### config.mk
export PLATFORM = sky130hd
export DESIGN_NAME = cwpf_ctrl
export DESIGN_NICKNAME = d
export VERILOG_FILES = /design/src/rtl/cwpf_pkg.sv /design/src/rtl/cwpf_ctrl.sv
export SDC_FILE = /design/constraint.sdc
export NUM_CORES = 1
export LEC_CHECK = 0
export ABC_AREA = 1
export BUFFER_PORTS_ARGS = -buffer_cell sky130_fd_sc_hd__buf_4
export CAP_MARGIN = 20
export CORE_AREA = 2 2 39 41
export DETAILED_ROUTE_END_ITERATION = 7
export DIE_AREA = 0 0 41 43
export GPL_ROUTABILITY_DRIVEN = 0
export GPL_TIMING_DRIVEN = 0
export PLACE_DENSITY = 0.37
export SYNTH_ARGS = -nofsm -noshare
export SYNTH_HDL_FRONTEND = slang
export SYNTH_SLANG_ARGS = --single-unit
### constraint.sdc
create_clock -name clock -period 0.9 [get_ports clock]
set_input_delay 0.045 -clock clock [delete_from_list [all_inputs] [get_ports clock]]
set_output_delay 0.045 -clock clock [all_outputs]
set_load 0.03 [all_outputs]
### src/rtl/cwpf_pkg.sv
`default_nettype none
// ----------------------------------------------------------------------------
// cwpf_pkg: shared types and constants of the coverage window peak finder
//
// Holds the controller states, the command and status groups that pass
// between the controller and the datapath, register indexes and widths.
// ----------------------------------------------------------------------------
package cwpf_pkg;

   // Field and register widths.
   localparam int COUNT_W = 16;
   localparam int VALUE_W = 24;
   localparam int SCALE_W = 24;
   localparam int WSIZE_W = 11;
   localparam int RECIP_W = 17;
   localparam int SUM_W   = 34;
   localparam int PROD_W  = COUNT_W + SCALE_W;
   localparam int CSR_IDX_W  = 2;
   localparam int CSR_DATA_W = 24;

   // Register indexes of the configuration port.
   localparam logic [CSR_IDX_W-1:0] CSR_CONTROL_SCALE     = 2'd0;
   localparam logic [CSR_IDX_W-1:0] CSR_USE_CONTROL       = 2'd1;
   localparam logic [CSR_IDX_W-1:0] CSR_WINDOW_SIZE       = 2'd2;
   localparam logic [CSR_IDX_W-1:0] CSR_WINDOW_RECIPROCAL = 2'd3;

   // Register values after reset.
   localparam logic [SCALE_W-1:0] RST_CONTROL_SCALE     = 24'd65536;
   localparam logic               RST_USE_CONTROL       = 1'b1;
   localparam logic [WSIZE_W-1:0] RST_WINDOW_SIZE       = 11'd100;
   localparam logic [RECIP_W-1:0] RST_WINDOW_RECIPROCAL = 17'd655;

   // Controller states.
   typedef enum logic [2:0] {
      ST_IDLE,
      ST_VALUE,
      ST_SUM,
      ST_BEST,
      ST_MUL,
      ST_MEAN
   } state_type;

   // Commands from the controller to the datapath.
   typedef struct packed {
      logic load;
      logic value;
      logic sum;
      logic best;
      logic mul;
      logic emit;
   } cmd_type;

   // Status from the datapath to the controller.
   typedef struct packed {
      logic last;
      logic out_free;
   } status_type;

endpackage
`default_nettype wire

### src/rtl/cwpf_ctrl.sv
`default_nettype none
// ----------------------------------------------------------------------------
// cwpf_ctrl: sequencing controller of the coverage window peak finder
//
// Steps one position through value, sum and peak stages, and at the end of
// an interval through the mean multiply and the result load.
// ----------------------------------------------------------------------------
module cwpf_ctrl
   import cwpf_pkg::*;
(
   input  wire logic       clock,
   input  wire logic       reset,
   input  wire logic       req_valid,
   output logic            req_stall,
   input  wire status_type status,
   output cmd_type         cmd
);

   state_type state_ff;
   state_type state_in;

   // State register.
   always_ff @(posedge clock) begin
      if (reset) begin
         state_ff <= ST_IDLE;
      end else begin
         state_ff <= state_in;
      end
   end

   // Next state and commands.
   always_comb begin
      state_in = state_ff;
      cmd      = '0;
      case (state_ff)
         ST_IDLE: begin
            if (req_valid) begin
               cmd.load = 1'b1;
               state_in = ST_VALUE;
            end
         end
         ST_VALUE: begin
            cmd.value = 1'b1;
            state_in  = ST_SUM;
         end
         ST_SUM: begin
            cmd.sum  = 1'b1;
            state_in = ST_BEST;
         end
         ST_BEST: begin
            cmd.best = 1'b1;
            state_in = status.last ? ST_MUL : ST_IDLE;
         end
         ST_MUL: begin
            cmd.mul  = 1'b1;
            state_in = ST_MEAN;
         end
         ST_MEAN: begin
            // The result waits here until the output register is free.
            if (status.out_free) begin
               cmd.emit = 1'b1;
               state_in = ST_IDLE;
            end
         end
         default: begin
            state_in = ST_IDLE;
         end
      endcase
   end

   assign req_stall = (state_ff != ST_IDLE);

endmodule
`default_nettype wire

## Word-level counts from Yosys, hierarchy flattened

Cells that the tools add are included.
Widths: inputs -> output; s select.

- Flip-flop bits (word level): 3
- Input port bits: 5

- Equal/unequal tests: 7
- Multiplexer cells: 12
- Reduce and logical (&&, ||, !) cells: 3

Operators by type and width:

| operator | count |
|---|---|
| $pmux 3 s6 | 1 |
| $mux 3 | 3 |
| $mux 1 | 8 |
| $eq 3x2->1 const B | 2 |
| $eq 3x3->1 const B | 2 |
| $ne 2x2->1 const B | 2 |
| $eq 3x1->1 const B | 1 |
| $logic_not 3->1 | 1 |
| $reduce_bool 3->1 | 1 |
| $reduce_and 2->1 | 1 |

## Depth between registers and ports, before layout

Gate-level depths: netlist (run 1).

- Word-level depth: 3
- Gate-level depth with buffers: 5
- Depth with buffers taken out: 5

## Worst setup path before layout (run 1)

Ideal clock, no wire load.

- Path type: flip-flop to output port
- Start point: reg state_ff[0]
- End point: out cmd[5] (netlist name)
- Data arrival time: 1197 ps
- Setup slack: -342 ps
- Stages on the path, launching flop included: 4
- Path buffers: 0
- Path through: dfxtp_1 > nor2_1 > nand2_1 > nor2_1

RTL lines:

| what | line | text |
|---|---|---|
| from (decl) | cwpf_ctrl.sv:19 | `state_type state_ff;` |
| from (signal assigned) | cwpf_ctrl.sv:27 | `state_ff <= state_in;` |
| to (decl) | cwpf_ctrl.sv:16 | `output cmd_type cmd` |

==> summary.txt, run 1 <==
Rows: 14
nets@finish: 54
CTS tree: yes
Final ANT Viol Nets: 0
Post-Route Skew: 0.00441 ns
grt met2 use: 13.4%
Slew Viols, Final: 0
Startpoint Class: register
residual DRC count: 0
Port Buf Inserts: 11
filler cell count: 162
io pins: 12
Antenna Diode Count: 0
vias in the first global route: 261
maximum achievable frequency: 946 MHz
Top reg by flops: state_ff
register area: 71.3 sq um
Max rail drop VDD: 0.569 mV
die width: 41 um
grt ovf: 0
critical path data arrival time: 1.01 ns
post-DP HPWL: 425 um
Die Area: 1760 sq um
Max Cap Viol: 0
H-tree levels: 1
Clock Root Buffer: clkbuf_4
Initial Utilization: 13.5%
Hold Slack: 0.134 ns
deepest clock path buffer count: 2
Power Total: 0.666 mW
max reg flops: 3
count of cell types in the netlist: 11
Synth Instances: 29
Worst-Margin Slew: 0.172 ns
Initial DRT Pass Iterations: 1
WP data required: 0.85 ns
Yosys Warn Count: 0
worst stage delay on the critical path: 0.37 ns
outcome: complete, but fails checks
WS Path Type: reg2out
Routed WL per cell: 8.92 um
GR Layer Usage met1: 8.74%
clock sinks: 3
CP cell instances: nor2_4, nand2_2, nor2_4, buf_6
area delta synth->final: 128%
Period minus WS final: 1.06 ns
Detailed Route Iter0 Violations: 0
top flop regs: state_ff x3
fin cells: 64
CP max FO: 4
violated checks: negative setup slack
register area share after synthesis: 32.2%
number of setup violations in the final report: 9
Pleak: 0.192 nW
via density per instance: 3.72
clock latency on the worst-skew pair: 0.23 ns
most used cell, CP: nor2_4
Die Y: 43 um
Pwr Density: 1570 nW/um^2
setup slack after layout: -0.157 ns
met3 Use GR: 4.71%
Reg clk slew, reported paths: 0.03 ns
vias: 238
total wire length: 571 um
crit share post-route: 117%
largest net degree at the start of global routing: 8
antenna violations before repair: 0
HP Class: in2reg
Overall Global Routing Usage: 8.55%
Mapped Avg Cell Area: 6.43 sq um
Layout Utilization: 30.7%
area occupied by multi-input gates: 145 sq um
share of cells above drive strength 1: 68.8%
first-pass GRT wire length: 1.00 mm
final hold vios: 0
busiest grt layer: met2
worst relative slew slack: 88.5%
Post-Place Cells: 56
syn_nets: 34
CP max-delay cell: dfxtp_4
area of the core: 1380 sq um
Crit. End Element: primary output
RSZ-0062 raised after global routing: true
setup TNS: -0.992 ns
total CTS buffers: 3
Synth Register Bits: 3
Post-Synthesis Cell Area: 186 sq um
cell usage in the layout, fill, tap and decap left out, types with 2 or more instances in the layout:
cell type,count
buf_4,9
buf_6,5
clkbuf_4,3
dfxtp_4,3
inv_1,3
inv_4,2
nand2_1,2
nor2_1,5
nor2_2,2
nor2_4,2
nor3_4,2
repair_timing:
| action | in CTS | in global routing |
|---|---|---|
| hold buffers | 1 | 0 |
| setup buffers | 3 | 0 |
| setup endpoints to repair | 9 | 10 |
| gates resized for setup | 10 | 0 |
| pin swaps | 3 | 1 |
| hold endpoints to repair | 3 | 0 |
cell families (layout without fill, tap and decap cells):
group                  count (synthesis)  in the layout  share of synthesized area (%)
and+or+nand+nor                       18             18                           50.3
AOI/OAI and AO/OA                      2              2                           5.37
buffers and inverters                  6             25                           12.1
DFF                                    3              3                           32.2
worst paths after layout:
check,from,to,slack (ns),depth (start not counted)
worst max-delay path,state_ff[1],cmd[5],-0.16,4
worst min-delay path,status[0],state_ff[0],0.13,4
worst max register to register,state_ff[1],state_ff[2],-0.03,6
worst min register to register,state_ff[0],state_ff[1],0.66,3
worst max-delay path: cells and delay by family (launching register included):
| kind | cells | cell delay [ns] |
|---|---|---|
| buffers and inverters | 1 | 0.13 |
| DFF | 1 | 0.37 |
| and+or+nand+nor | 3 | 0.29 |
cell usage after synthesis, drive strengths merged:
master  instances  area [sq um]
nor2            9          36.3
inv             6          22.5
dfxtp           3          60.1
nand2           3          11.3
nor3            3          25.0
a21oi           2          10.0
nand3           2          15.0
nand4           1          6.26
layout make-up:
type | count | area share, %
well taps | 16 | 4.72
multi-input cells | 20 | 34.2
clock buffers | 4 | 6.19
flip-flops and latches | 3 | 16.8
inverters | 6 | 6.49
repair buffers | 15 | 31.6
where the power goes:
group	internal, mW	total [mW]	switching (mW)	leakage [nW]
Clock	0.166	0.232	0.0661	0.0150
Combinational	0.114	0.252	0.138	0.151
Sequential	0.146	0.181	0.0351	0.0267
through the flow:
step / cell area [sq um] / setup slack [ns]
5_1_grt: 424 / -0.233
6_report: 424 / -0.157
2_1_floorplan: 230 / -0.0842
3_5_place_dp: 333 / -0.0701
3_3_place_gp: 333 / -0.0719
4_1_cts: 424 / -0.172
metal layers:
layer | up-vias | share of wire (%)
met3 | 0 | 6.1
met1 | 104 | 39
met5 | - | 0
li1 | 127 | -
met4 | 0 | 0
met2 | 7 | 55
Note: power is estimated with default switching activity, not from simulation.
==> run 2: changes to the inputs <==
--- a/config.mk
+++ b/config.mk
@@ -8,12 +8,16 @@
 export ABC_AREA = 1
 export BUFFER_PORTS_ARGS = -buffer_cell sky130_fd_sc_hd__buf_4
 export CAP_MARGIN = 20
+export CELL_PAD_IN_SITES_DETAIL_PLACEMENT = 1
+export CELL_PAD_IN_SITES_GLOBAL_PLACEMENT = 2
 export CORE_AREA = 2 2 39 41
+export CTS_CLUSTER_DIAMETER = 120
+export CTS_CLUSTER_SIZE = 12
 export DETAILED_ROUTE_END_ITERATION = 7
 export DIE_AREA = 0 0 41 43
 export GPL_ROUTABILITY_DRIVEN = 0
 export GPL_TIMING_DRIVEN = 0
-export PLACE_DENSITY = 0.37
+export PLACE_DENSITY = 0.62
 export SYNTH_ARGS = -nofsm -noshare
 export SYNTH_HDL_FRONTEND = slang
 export SYNTH_SLANG_ARGS = --single-unit
==> summary.txt, run 2 (synthesis gave the netlist of run 1 again) <==
HP Class: in2reg
vias in the first global route: 294
H-tree levels: 1
area delta synth->final: 147%
Post-Place Cells: 56
share of cells above drive strength 1: 73.5%
clock latency on the worst-skew pair: 0.23 ns
top flop regs: state_ff x3
Detailed Route Iter0 Violations: 0
first-pass GRT wire length: 1.19 mm
Rows: 14
post-DP HPWL: 467 um
largest net degree at the start of global routing: 8
residual DRC count: 0
most used cell, CP: nor2_4
nets@finish: 55
stages on the worst setup path: 4
Max rail drop VDD: 0.631 mV
deepest clock path buffer count: 2
worst path bufs/invs: 1
Initial Utilization: 13.5%
violated checks: negative setup slack
vias: 262
filler cell count: 175
Routed WL per cell: 9.91 um
final hold vios: 0
critical path data arrival time: 1.02 ns
maximum achievable frequency: 938 MHz
Reg clk slew, reported paths: 0.04 ns
CP max-delay cell: dfxtp_4
io pins: 12
total CTS buffers: 3
antenna violations before repair: 0
hold depth: 4
outcome: complete, but fails checks
Overall Global Routing Usage: 10.4%
total wire length: 644 um
Die Y: 43 um
CP max FO: 6
Startpoint Class: register
Post-Route Skew: 0.00133 ns
grt ovf: 0
Port Buf Inserts: 11
Top reg by flops: state_ff
CTS tree: yes
Final ANT Viol Nets: 0
area of the core: 1380 sq um
max reg flops: 3
WP data required: 0.85 ns
most frequent cells in the layout: 9 x buf_4, 6 x buf_6, 4 x nor2_4, 4 x nor2_1
number of setup violations in the final report: 10
Max Cap Viol: 0
Initial DRT Pass Iterations: 1
setup slack after layout: -0.166 ns
Die Area: 1760 sq um
Worst-Margin Slew: 0.164 ns
via density per instance: 4.03
worst relative slew slack: 89.0%
Period minus WS final: 1.07 ns
Slew Viols, Final: 0
commonest non-fill, non-tap cell in the layout: buf_4
die width: 41 um
worst stage delay on the critical path: 0.38 ns
Pwr Density: 1500 nW/um^2
Hold Slack: 0.131 ns
Crit. End Element: primary output
Crit path max-delay family: flip-flops
fin cells: 65
Pleak: 0.202 nW
RSZ-0062 raised after global routing: true
path depth of the worst reg2reg path: 6
clock sinks: 3
Antenna Diode Count: 0
WS Path Type: reg2out
Clock Root Buffer: clkbuf_4
crit share post-route: 118%
CP cell instances: nor2_4, nand2_2, nor2_4, buf_6
-- run 2: cell count changes in the layout (fill, tap and decap cells not counted) --
| cell | change |
|---|---|
| nor2_4 | +2 |
| buf_6 | +1 |
| nand3_1 | -1 |
| nand3_4 | +1 |
| nor2_1 | -1 |
| nor2_2 | -1 |
-- run 2: tightest hold or removal path: stages --
cell     delay (ns)
buf_4          0.10
nor2_4         0.04
a21oi_2        0.10
nor2_1         0.04
-- run 2: stage by stage --
| step | util (%) | setup WS, ns | TNS (ns) | total power, mW | instance area [sq um] |
|---|---|---|---|---|---|
| after floorplan | - | -0.0842 | -0.164 | 0.319 | 230 |
| after global placement | 24.1 | -0.0748 | -0.133 | 0.389 | 333 |
| after detailed placement | 24.1 | -0.0907 | -0.194 | 0.395 | 333 |
| after CTS | 30.7 | -0.183 | -1.17 | 0.684 | 425 |
| after global routing | 33.3 | -0.239 | -1.83 | 0.755 | 460 |
| final | 33.3 | -0.166 | -1.19 | 0.692 | 460 |
-- run 2: timing repair --
item / in CTS / in global routing
resized for setup: 10 / 6
hold buffers: 1 / 0
setup buffers: 2 / 2
pin swaps: 4 / 4
setup endpoints to repair: 9 / 10
hold endpoints to repair: 3 / 0
-- run 2: cell type report --
type	instances	area, sq um	area share (%)
timing repair buffer	16	145	31.5
multi-input combinational	20	170	37.0
clock buffer	4	26.3	5.71
sequential	3	71.3	15.5
inverter	6	27.5	5.98
tap	16	20.0	4.35
-- run 2: final timing paths --
kind	start	endpoint	slack (ns)
setup / recovery	state_ff[0]	cmd[5]	-0.17
hold / removal	status[0]	state_ff[0]	0.13
setup reg to reg	state_ff[1]	state_ff[2]	-0.08
hold reg to reg	state_ff[2]	state_ff[1]	0.67
-- run 2: where the power goes --
| group | total (mW) | switching, mW | internal (mW) |
|---|---|---|---|
| clock network | 0.235 | 0.0690 | 0.166 |
| logic | 0.274 | 0.148 | 0.126 |
| registers | 0.183 | 0.0367 | 0.146 |
| total | 0.692 | 0.254 | 0.438 |
-- run 2: per-layer routing --
metal	GRT usage (%)	wire length (um)	up-vias
met5	0	0	-
met3	3.14	36	2
met4	10.0	21	0
met2	15.6	389	9
li1	-	-	134
met1	10.6	197	117
